<file path="config.mk">
export PLATFORM = sky130hd
export DESIGN_NAME = i2c_display_write_sequencer_top_flat
export DESIGN_NICKNAME = d
export VERILOG_FILES = /design/src/hw/rtl/idws_pkg.sv /design/src/hw/rtl/idws_intf.sv /design/src/hw/rtl/i2c_display_write_sequencer_top.sv /design/src/hw/rtl/idws_front.sv /design/src/hw/rtl/idws_queue.sv /design/src/hw/rtl/idws_back.sv /design/src/flat_wrapper.sv
export SDC_FILE = /design/constraint.sdc
export NUM_CORES = 1
export LEC_CHECK = 0
export BUFFER_PORTS_ARGS = -buffer_cell sky130_fd_sc_hd__buf_2
export CAP_MARGIN = 20
export CORE_ASPECT_RATIO = 2
export CORE_MARGIN = 4
export CORE_UTILIZATION = 35
export CTS_BUF_LIST = sky130_fd_sc_hd__clkbuf_16
export CTS_CLUSTER_SIZE = 10
export DETAILED_ROUTE_END_ITERATION = 8
export GPL_ROUTABILITY_DRIVEN = 0
export GPL_TIMING_DRIVEN = 1
export PLACE_DENSITY_LB_ADDON = 0.25
export SETUP_SLACK_MARGIN = 0.05
export SYNTH_ARGS = -nofsm -noshare
export SYNTH_HDL_FRONTEND = slang
export SYNTH_SLANG_ARGS = --single-unit
</file>
<file path="constraint.sdc">
create_clock -name clk -period 13.1 [get_ports clk]
set_input_delay 1.965 -clock clk [delete_from_list [all_inputs] [get_ports clk]]
set_output_delay 1.965 -clock clk [all_outputs]
set_load 0.005 [all_outputs]
</file>
<file path="src/hw/rtl/idws_pkg.sv">
// Package with the shared types, codes and step decoder of the display write sequencer.
package idws_pkg;

    localparam int unsigned OP_W      = 2;
    localparam int unsigned BYTE_W    = 8;
    localparam int unsigned HOLD_W    = 16;
    localparam int unsigned STEP_W    = 7;
    localparam int unsigned CFG_IDX_W = 2;
    localparam int unsigned CFG_DAT_W = 16;

    localparam logic [OP_W-1:0] OP_TICK      = 2'd0;
    localparam logic [OP_W-1:0] OP_LOAD_CMD  = 2'd1;
    localparam logic [OP_W-1:0] OP_LOAD_DATA = 2'd2;

    localparam logic [CFG_IDX_W-1:0] REG_SLAVE_ADDRESS = 2'd0;
    localparam logic [CFG_IDX_W-1:0] REG_HOLD_TICKS    = 2'd1;

    localparam logic [BYTE_W-1:0] SLAVE_ADDRESS_RESET = 8'h78;
    localparam logic [HOLD_W-1:0] HOLD_TICKS_RESET    = 16'd1;
    localparam logic [BYTE_W-1:0] CTRL_DATA           = 8'h40;
    localparam logic [BYTE_W-1:0] CTRL_COMMAND        = 8'h00;

    localparam logic [1:0] KIND_NOP  = 2'd0;
    localparam logic [1:0] KIND_TICK = 2'd1;
    localparam logic [1:0] KIND_LOAD = 2'd2;

    localparam logic [2:0] ACT_SCL_LO = 3'd0;
    localparam logic [2:0] ACT_SCL_HI = 3'd1;
    localparam logic [2:0] ACT_SDA_LO = 3'd2;
    localparam logic [2:0] ACT_SDA_HI = 3'd3;
    localparam logic [2:0] ACT_SDA_BIT = 3'd4;
    localparam logic [2:0] ACT_END    = 3'd5;

    localparam logic [1:0] SEL_ADDRESS = 2'd0;
    localparam logic [1:0] SEL_CONTROL = 2'd1;
    localparam logic [1:0] SEL_PAYLOAD = 2'd2;

    typedef struct packed {
        logic [1:0]        kind;
        logic              is_data;
        logic [BYTE_W-1:0] payload;
    } idws_cmd_t;

    typedef struct packed {
        logic [2:0] act;
        logic [1:0] byte_sel;
        logic [2:0] bit_sel;
    } step_dec_t;

    function automatic step_dec_t step_decode(input logic [STEP_W-1:0] s);
        step_dec_t         d;
        logic [STEP_W-1:0] t;
        logic [4:0]        r;
        logic [2:0]        k;
        logic [4:0]        ph;
        d = '{act: ACT_END, byte_sel: SEL_ADDRESS, bit_sel: 3'd0};
        t = s - 7'd4;
        k = 3'd0;
        if (t >= 7'd56) begin
            d.byte_sel = SEL_PAYLOAD;
            r = 5'(t - 7'd56);
        end
        else if (t >= 7'd28) begin
            d.byte_sel = SEL_CONTROL;
            r = 5'(t - 7'd28);
        end
        else begin
            d.byte_sel = SEL_ADDRESS;
            r = 5'(t);
        end
        for (int i = 1; i < 8; i++) begin
            if (r >= 5'(3 * i)) begin
                k = k + 3'd1;
            end
        end
        ph = r - {1'b0, k, 1'b0} - {2'b00, k};
        d.bit_sel = k;
        if (s < 7'd4) begin
            case (s[1:0])
                2'd0:    d.act = ACT_SDA_HI;
                2'd1:    d.act = ACT_SCL_HI;
                2'd2:    d.act = ACT_SDA_LO;
                default: d.act = ACT_SCL_LO;
            endcase
        end
        else if (s < 7'd88) begin
            if (r < 5'd24) begin
                if (ph == 5'd0) begin
                    d.act = ACT_SCL_LO;
                end
                else if (ph == 5'd1) begin
                    d.act = ACT_SDA_BIT;
                end
                else begin
                    d.act = ACT_SCL_HI;
                end
            end
            else if (r == 5'd25) begin
                d.act = ACT_SDA_HI;
            end
            else if (r == 5'd26) begin
                d.act = ACT_SCL_HI;
            end
            else begin
                d.act = ACT_SCL_LO;
            end
        end
        else if (s == 7'd88) begin
            d.act = ACT_SDA_LO;
        end
        else if (s == 7'd89) begin
            d.act = ACT_SCL_HI;
        end
        else begin
            d.act = ACT_END;
        end
        return d;
    endfunction

endpackage

</file>
<file path="src/hw/rtl/idws_intf.sv">
// Interfaces for the request, result and configuration channels.
interface idws_req_if;
    import idws_pkg::*;
    logic              valid;
    logic              ready;
    logic [OP_W-1:0]   operation;
    logic [BYTE_W-1:0] payload_byte;
    modport source (output valid, operation, payload_byte, input ready);
    modport sink (input valid, operation, payload_byte, output ready);
endinterface

interface idws_rsp_if;
    logic valid;
    logic ready;
    logic scl_level;
    logic sda_level;
    logic busy_res;
    logic accepted;
    logic transfer_done;
    modport source (output valid, scl_level, sda_level, busy_res, accepted, transfer_done,
                    input ready);
    modport sink (input valid, scl_level, sda_level, busy_res, accepted, transfer_done,
                  output ready);
endinterface

interface idws_cfg_if;
    import idws_pkg::*;
    logic                 valid;
    logic                 ready;
    logic [CFG_IDX_W-1:0] index;
    logic [CFG_DAT_W-1:0] data;
    modport source (output valid, index, data, input ready);
    modport sink (input valid, index, data, output ready);
endinterface

</file>
<file path="src/hw/rtl/i2c_display_write_sequencer_top.sv">
// Top level of the write-only I2C display sequencer.
// Each request word yields exactly one result word. A load word that arrives while no transfer runs
// starts a transfer of start, slave address, control byte, payload byte and stop (91 line steps), and
// tick words advance it by one line step every hold_ticks ticks (a zero setting counts as one). The
// block sustains one word per clock cycle in both directions while result words are taken; an
// accepted request is written into the queue, and the back end moves it from the queue into the
// result register, its step update setting that rate. Configuration writes are taken in any cycle
// and should be made while no transfer runs.
module i2c_display_write_sequencer_top #(
    parameter int unsigned QUEUE_DEPTH = 2
) (
    input  logic       clk,
    input  logic       rst_n,
    idws_req_if.sink   req,
    idws_rsp_if.source rsp,
    idws_cfg_if.sink   cfg
);
    import idws_pkg::*;

    logic      push;
    logic      pop;
    logic      queue_full;
    logic      not_empty;
    idws_cmd_t push_cmd;
    idws_cmd_t head_cmd;

    idws_front u_front (
        .req        (req),
        .push       (push),
        .push_cmd   (push_cmd),
        .queue_full (queue_full)
    );

    idws_queue #(
        .DEPTH (QUEUE_DEPTH)
    ) u_queue (
        .clk       (clk),
        .rst_n     (rst_n),
        .push      (push),
        .push_cmd  (push_cmd),
        .full      (queue_full),
        .pop       (pop),
        .not_empty (not_empty),
        .head_cmd  (head_cmd)
    );

    idws_back u_back (
        .clk       (clk),
        .rst_n     (rst_n),
        .not_empty (not_empty),
        .head_cmd  (head_cmd),
        .pop       (pop),
        .cfg       (cfg),
        .rsp       (rsp)
    );
endmodule

</file>
<file path="src/hw/rtl/idws_front.sv">
// Front end that accepts request words and classifies them into queue entries.
module idws_front (
    idws_req_if.sink               req,
    output logic                   push,
    output idws_pkg::idws_cmd_t    push_cmd,
    input  logic                   queue_full
);
    import idws_pkg::*;

    assign req.ready = !queue_full;
    assign push      = req.valid && !queue_full;

    always_comb
    begin
        push_cmd.payload = req.payload_byte;
        push_cmd.is_data = (req.operation == OP_LOAD_DATA);
        unique case (req.operation) inside
            OP_TICK:                   push_cmd.kind = KIND_TICK;
            OP_LOAD_CMD, OP_LOAD_DATA: push_cmd.kind = KIND_LOAD;
            default:                   push_cmd.kind = KIND_NOP;
        endcase
    end
endmodule

</file>
<file path="src/hw/rtl/idws_queue.sv">
// Short first-in first-out queue between the front and back ends.
module idws_queue #(
    parameter int unsigned DEPTH = 2
) (
    input  logic                clk,
    input  logic                rst_n,
    input  logic                push,
    input  idws_pkg::idws_cmd_t push_cmd,
    output logic                full,
    input  logic                pop,
    output logic                not_empty,
    output idws_pkg::idws_cmd_t head_cmd
);
    import idws_pkg::*;

    localparam int unsigned PTR_W = (DEPTH > 1) ? $clog2(DEPTH) : 1;
    localparam int unsigned CNT_W = $clog2(DEPTH + 1);
    localparam logic [PTR_W-1:0] LAST_PTR = PTR_W'(DEPTH - 1);
    localparam logic [CNT_W-1:0] FULL_CNT = CNT_W'(DEPTH);

    idws_cmd_t        entry_reg [DEPTH];
    logic [PTR_W-1:0] wr_ptr_reg;
    logic [PTR_W-1:0] wr_ptr_next;
    logic [PTR_W-1:0] rd_ptr_reg;
    logic [PTR_W-1:0] rd_ptr_next;
    logic [CNT_W-1:0] count_reg;
    logic [CNT_W-1:0] count_next;

    assign full      = (count_reg == FULL_CNT);
    assign not_empty = (count_reg != '0);
    assign head_cmd  = entry_reg[rd_ptr_reg];

    always_comb
    begin
        wr_ptr_next = wr_ptr_reg;
        rd_ptr_next = rd_ptr_reg;
        count_next  = count_reg;
        if (push) begin
            wr_ptr_next = (wr_ptr_reg == LAST_PTR) ? '0 : wr_ptr_reg + PTR_W'(1);
        end
        if (pop) begin
            rd_ptr_next = (rd_ptr_reg == LAST_PTR) ? '0 : rd_ptr_reg + PTR_W'(1);
        end
        if (push && !pop) begin
            count_next = count_reg + CNT_W'(1);
        end
        else if (pop && !push) begin
            count_next = count_reg - CNT_W'(1);
        end
    end

    always_ff @(posedge clk or negedge rst_n)
    begin
        if (!rst_n) begin
            wr_ptr_reg <= '0;
            rd_ptr_reg <= '0;
            count_reg  <= '0;
        end
        else begin
            wr_ptr_reg <= wr_ptr_next;
            rd_ptr_reg <= rd_ptr_next;
            count_reg  <= count_next;
        end
    end

    always_ff @(posedge clk)
    begin
        if (push) begin
            entry_reg[wr_ptr_reg] <= push_cmd;
        end
    end
endmodule

</file>
<file path="src/hw/rtl/idws_back.sv">
// Back end that runs the line sequence, holds the registers and drives the result word.
module idws_back (
    input  logic                clk,
    input  logic                rst_n,
    input  logic                not_empty,
    input  idws_pkg::idws_cmd_t head_cmd,
    output logic                pop,
    idws_cfg_if.sink            cfg,
    idws_rsp_if.source          rsp
);
    import idws_pkg::*;

    logic [BYTE_W-1:0] slave_addr_reg;
    logic [HOLD_W-1:0] hold_ticks_reg;
    logic [STEP_W-1:0] step_reg;
    logic [STEP_W-1:0] step_next;
    logic [BYTE_W-1:0] payload_reg;
    logic [BYTE_W-1:0] payload_next;
    logic              is_data_reg;
    logic              is_data_next;
    logic              scl_reg;
    logic              scl_next;
    logic              sda_reg;
    logic              sda_next;
    logic              active_reg;
    logic              active_next;
    logic [HOLD_W-1:0] hold_reg;
    logic [HOLD_W-1:0] hold_next;
    logic              valid_reg;
    logic              valid_next;
    logic              acc_reg;
    logic              acc_next;
    logic              done_reg;
    logic              done_next;

    step_dec_t         dec;
    logic [BYTE_W-1:0] cur_byte;
    logic [HOLD_W-1:0] limit;
    logic [HOLD_W:0]   hold_inc;

    assign cfg.ready         = 1'b1;
    assign pop               = not_empty && (!valid_reg || rsp.ready);
    assign rsp.valid         = valid_reg;
    assign rsp.scl_level     = scl_reg;
    assign rsp.sda_level     = sda_reg;
    assign rsp.busy_res      = active_reg;
    assign rsp.accepted      = acc_reg;
    assign rsp.transfer_done = done_reg;

    assign dec      = step_decode(step_reg);
    assign limit    = (hold_ticks_reg == '0) ? HOLD_W'(1) : hold_ticks_reg;
    assign hold_inc = {1'b0, hold_reg} + (HOLD_W + 1)'(1);

    always_comb
    begin
        unique case (dec.byte_sel)
            SEL_ADDRESS: cur_byte = slave_addr_reg;
            SEL_CONTROL: cur_byte = is_data_reg ? CTRL_DATA : CTRL_COMMAND;
            default:     cur_byte = payload_reg;
        endcase
    end

    always_comb
    begin
        step_next    = step_reg;
        payload_next = payload_reg;
        is_data_next = is_data_reg;
        scl_next     = scl_reg;
        sda_next     = sda_reg;
        active_next  = active_reg;
        hold_next    = hold_reg;
        valid_next   = valid_reg;
        acc_next     = acc_reg;
        done_next    = done_reg;
        if (rsp.ready) begin
            valid_next = 1'b0;
        end
        if (pop) begin
            valid_next = 1'b1;
            acc_next   = 1'b0;
            done_next  = 1'b0;
            if (head_cmd.kind == KIND_LOAD && !active_reg) begin
                payload_next = head_cmd.payload;
                is_data_next = head_cmd.is_data;
                step_next    = '0;
                hold_next    = '0;
                active_next  = 1'b1;
                acc_next     = 1'b1;
            end
            else if (head_cmd.kind == KIND_TICK && active_reg) begin
                if (hold_inc >= {1'b0, limit}) begin
                    hold_next = '0;
                    step_next = step_reg + STEP_W'(1);
                    unique case (dec.act)
                        ACT_SCL_LO:  scl_next = 1'b0;
                        ACT_SCL_HI:  scl_next = 1'b1;
                        ACT_SDA_LO:  sda_next = 1'b0;
                        ACT_SDA_HI:  sda_next = 1'b1;
                        ACT_SDA_BIT: sda_next = cur_byte[3'd7 - dec.bit_sel];
                        default:
                        begin
                            sda_next    = 1'b1;
                            done_next   = 1'b1;
                            active_next = 1'b0;
                            step_next   = '0;
                        end
                    endcase
                end
                else begin
                    hold_next = hold_inc[HOLD_W-1:0];
                end
            end
        end
    end

    always_ff @(posedge clk or negedge rst_n)
    begin
        if (!rst_n) begin
            slave_addr_reg <= SLAVE_ADDRESS_RESET;
            hold_ticks_reg <= HOLD_TICKS_RESET;
        end
        else if (cfg.valid) begin
            if (cfg.index == REG_SLAVE_ADDRESS) begin
                slave_addr_reg <= cfg.data[BYTE_W-1:0];
            end
            else if (cfg.index == REG_HOLD_TICKS) begin
                hold_ticks_reg <= cfg.data[HOLD_W-1:0];
            end
        end
    end

    always_ff @(posedge clk or negedge rst_n)
    begin
        if (!rst_n) begin
            step_reg    <= '0;
            payload_reg <= '0;
            is_data_reg <= 1'b0;
            scl_reg     <= 1'b1;
            sda_reg     <= 1'b1;
            active_reg  <= 1'b0;
            hold_reg    <= '0;
            valid_reg   <= 1'b0;
            acc_reg     <= 1'b0;
            done_reg    <= 1'b0;
        end
        else begin
            step_reg    <= step_next;
            payload_reg <= payload_next;
            is_data_reg <= is_data_next;
            scl_reg     <= scl_next;
            sda_reg     <= sda_next;
            active_reg  <= active_next;
            hold_reg    <= hold_next;
            valid_reg   <= valid_next;
            acc_reg     <= acc_next;
            done_reg    <= done_next;
        end
    end
endmodule

</file>
<file path="src/flat_wrapper.sv">
// flat-port wrapper written by rule: the top's interface ports become plain ports
module i2c_display_write_sequencer_top_flat import idws_pkg::*;
#(
    parameter int unsigned QUEUE_DEPTH = 2
)
  (clk, rst_n, req_valid, req_operation, req_payload_byte, req_ready, rsp_valid, rsp_scl_level, rsp_sda_level, rsp_busy_res, rsp_accepted, rsp_transfer_done, rsp_ready, cfg_valid, cfg_index, cfg_data, cfg_ready);
  idws_req_if req_i ();
  idws_rsp_if rsp_i ();
  idws_cfg_if cfg_i ();
  input  logic clk;
  input  logic rst_n;
  input wire logic [$bits(req_i.valid)-1:0] req_valid;
  input wire logic [$bits(req_i.operation)-1:0] req_operation;
  input wire logic [$bits(req_i.payload_byte)-1:0] req_payload_byte;
  output wire logic [$bits(req_i.ready)-1:0] req_ready;
  output wire logic [$bits(rsp_i.valid)-1:0] rsp_valid;
  output wire logic [$bits(rsp_i.scl_level)-1:0] rsp_scl_level;
  output wire logic [$bits(rsp_i.sda_level)-1:0] rsp_sda_level;
  output wire logic [$bits(rsp_i.busy_res)-1:0] rsp_busy_res;
  output wire logic [$bits(rsp_i.accepted)-1:0] rsp_accepted;
  output wire logic [$bits(rsp_i.transfer_done)-1:0] rsp_transfer_done;
  input wire logic [$bits(rsp_i.ready)-1:0] rsp_ready;
  input wire logic [$bits(cfg_i.valid)-1:0] cfg_valid;
  input wire logic [$bits(cfg_i.index)-1:0] cfg_index;
  input wire logic [$bits(cfg_i.data)-1:0] cfg_data;
  output wire logic [$bits(cfg_i.ready)-1:0] cfg_ready;
  assign req_i.valid = req_valid;
  assign req_i.operation = req_operation;
  assign req_i.payload_byte = req_payload_byte;
  assign req_ready = req_i.ready;
  assign rsp_valid = rsp_i.valid;
  assign rsp_scl_level = rsp_i.scl_level;
  assign rsp_sda_level = rsp_i.sda_level;
  assign rsp_busy_res = rsp_i.busy_res;
  assign rsp_accepted = rsp_i.accepted;
  assign rsp_transfer_done = rsp_i.transfer_done;
  assign rsp_i.ready = rsp_ready;
  assign cfg_i.valid = cfg_valid;
  assign cfg_i.index = cfg_index;
  assign cfg_i.data = cfg_data;
  assign cfg_ready = cfg_i.ready;
  i2c_display_write_sequencer_top #(.QUEUE_DEPTH(QUEUE_DEPTH)) u_core (.clk(clk), .rst_n(rst_n), .req(req_i), .rsp(rsp_i), .cfg(cfg_i));
endmodule
</file>
==> out/qor.csv <==
metric;value;unit
vias;4661;
grt_first_pass_wirelength;24400;um
cts.repair.resized;0;
clk_latency;350;ps
hold_viol_final;0;
diodes;0;
regArea;0.00232;sq mm
die-area;0.0193;sq mm
core-area;0.0168;sq mm
wl_per_cell;18.0;um
chipHeight;192;um
ff2ff_path_depth;40;
grt_overflow;0;
status;finished, final reports clean;
reg2reg_setup_slack;2740;ps
drive_above_1_share;0.183;
synth_edf_count;22;
critical_path_arrival;10630;ps
yosysSeqAreaShare;0.390;
cp.required;13370;ps
min_path_type;flop to flop;
cts_buffers;9;
crit_buf_inv;6;
setup_tns;0;ps
area_growth;11.2;%
cts_tree;yes;
antenna_found_initial;0;
syn_nets;684;
fillers;1663;
crit_path_top_delay_cell;dfrtp_1;
initial_core_util;0.355;
rsz0062_at_grt;false;
leakagePower;0.00296;uW
synthArstFlopShare;0.750;
p_per_area;308;mW/mm^2
syn_inst;606;
synth.avg_cell_area;9.81;sq um
h-tree-depth;3;
io_buffers;39;
clk_pin_slew_worst_paths;70;ps
power.switching;972;uW
intPower;1070;uW
period_share;0.791;
final_net_count;719;
grt_max_degree;67;
fin_util;0.394;
p_comb_frac;0.676;
clock-sinks;88;
cts_hold_buf;0;
clkPwrFrac;0.121;
clock_path_buffers;2;
min_period;10360;ps
grt_util_all_layers;0.164;
drv_slew;0;
hold_start;u_core.u_back.rsp.valid;
skew;8.47;ps
post-cts-setup-buffers;0;
drv_cap;0;
startpoint_type;flop;
ys_types;84;
total_power;2040;uW
die_w;100;um
num_rows;67;
hold_end;u_core.u_back.rsp.valid;
syn_area;0.00595;sq mm
switching_share;0.477;
worstPathMaxFanout;15;
crit_start;u_core.u_back.step_reg[2];
yosysWarnings;0;
synthFlopType;dfrtp_1;
largest_reg_flops;22;
drt_pass1_iterations;7;
crit_type;flop to flop;
crit_top_cell;ha_1;
max_stage_delay;680;ps
cp_top_family;adder cells;
r2r-start;u_core.u_back.step_reg[2];
drt_iter0_markers;253;
clockRootBuffer;clkbuf_16;
p_seq_frac;0.203;
dp_hpwl;12100;um
grt_pass1_vias;4901;
hold_path_depth;2;
drc_errors;0;
fmax;96.5;MHz
ir_drop;0.180;mV
ys_ff_latch;88;
worstMarginPinSlew;954;ps
finalWirelength;15300;um
rr_endpoint;u_core.u_back.step_reg[3];
via_per_inst;5.46;
ioPinCount;41;
ant_nets;0;
maxSlewHeadroom;0.362;
multiInputGateArea;0.00336;sq mm
finalSetupViolations;0;
cp-end-kind;flop;
holdWs;500;ps
-- logic make-up after synthesis --
group / synth area share
compound gates: 0.160
xor+xnor: 0.0703
fa+ha+maj: 0.0972
buf+inv: 0.0448
flops: 0.390
mux: 0.0799
other cells: 0.000631
simple gates: 0.157
-- synthesized netlist by cell type (6+ instances only) --
| cell type | instances | area (sq um) |
|---|---|---|
| dfrtp_1 | 59 | 1480 |
| a22oi_1 | 6 | 45.0 |
| xor2_1 | 14 | 123 |
| ha_1 | 43 | 538 |
| a21oi_1 | 26 | 130 |
| mux2_2 | 26 | 293 |
| nor2_1 | 40 | 150 |
| nand4_1 | 10 | 62.6 |
| dfstp_2 | 7 | 184 |
| nor3_1 | 6 | 30.0 |
| a21o_1 | 9 | 67.6 |
| inv_1 | 42 | 158 |
| nand3_1 | 20 | 100 |
| clkbuf_1 | 12 | 45.0 |
| o21ai_0 | 33 | 165 |
| a31oi_1 | 6 | 37.5 |
| xnor2_1 | 25 | 219 |
| nand2_1 | 64 | 240 |
| mux2i_1 | 16 | 160 |
| edfxtp_1 | 22 | 661 |
| and3_1 | 13 | 81.3 |
-- per-stage QoR --
| stage | area (sq um) | std cells | setup slack [ps] |
|---|---|---|---|
| floorplan | 5950 | 606 | 4310 |
| global placement | 6320 | 835 | 3290 |
| detailed placement | 6320 | 836 | 2920 |
| CTS | 6600 | 852 | 2880 |
| global route | 6610 | 853 | 1980 |
| finish | 6610 | 853 | 2740 |
-- area by class of cell --
class | instances | area share
tap | 207 | 0.0392
sequential | 88 | 0.351
clock buffer | 9 | 0.0341
clock inverter | 7 | 0.00833
timing repair buffer | 44 | 0.0348
inverter | 43 | 0.0244
multi-input combinational | 455 | 0.508
-- cells in the final DEF, fill, tap and decap left out, types with 6 or more instances in the layout --
| master | n |
|---|---|
| nand2_1 | 64 |
| dfrtp_1 | 59 |
| inv_1 | 43 |
| ha_1 | 43 |
| nor2_1 | 40 |
| buf_2 | 40 |
| o21ai_0 | 33 |
| a21oi_1 | 26 |
| mux2_2 | 26 |
| xnor2_1 | 25 |
| edfxtp_1 | 22 |
| nand3_1 | 20 |
| mux2i_1 | 16 |
| xor2_1 | 14 |
| and3_1 | 13 |
| nand4_1 | 10 |
| a21o_1 | 9 |
| clkbuf_16 | 9 |
| dfstp_2 | 7 |
| nor3_1 | 6 |
| a31oi_1 | 6 |
| a22oi_1 | 6 |
-- how the worst max path moves through the flow --
| stage | end | cells after the start |
|---|---|---|
| floorplan | u_core.u_back.rsp.scl_level | 42 |
| global placement | u_core.u_back.step_reg[2] | 39 |
| detailed placement | u_core.u_back.step_reg[3] | 40 |
| CTS | u_core.u_back.step_reg[3] | 40 |
| global route | u_core.u_back.step_reg[3] | 39 |
| finish | u_core.u_back.step_reg[3] | 40 |
-- worst reg2reg max path: cells and delay by family (launching register included) --
kind | cells | cell delay [ps]
fa+ha+maj | 9 | 2990
simple gates | 10 | 2330
compound gates | 9 | 2010
buf+inv | 6 | 830
xor+xnor | 3 | 810
flops | 1 | 680
mux | 3 | 630
-- routing by layer --
metal  vias to the layer above  global-route usage  routed length [um]
met5                         -                   0                   0
li1                       2254                   -                   -
met2                       117               0.314                8600
met3                        46              0.0228                 445
met1                      2244               0.153                5310
met4                         0               0.118                 971
-- power groups by stage --
stage               combinational (uW)  clock [uW]  sequential [uW]
floorplan                         1060           0              387
global placement                  1310           0              418
detailed placement                1370           0              421
CTS                               1380         256              416
global route                      1510         264              423
finish                            1380         246              414
Power figures use the tool's default switching activity.
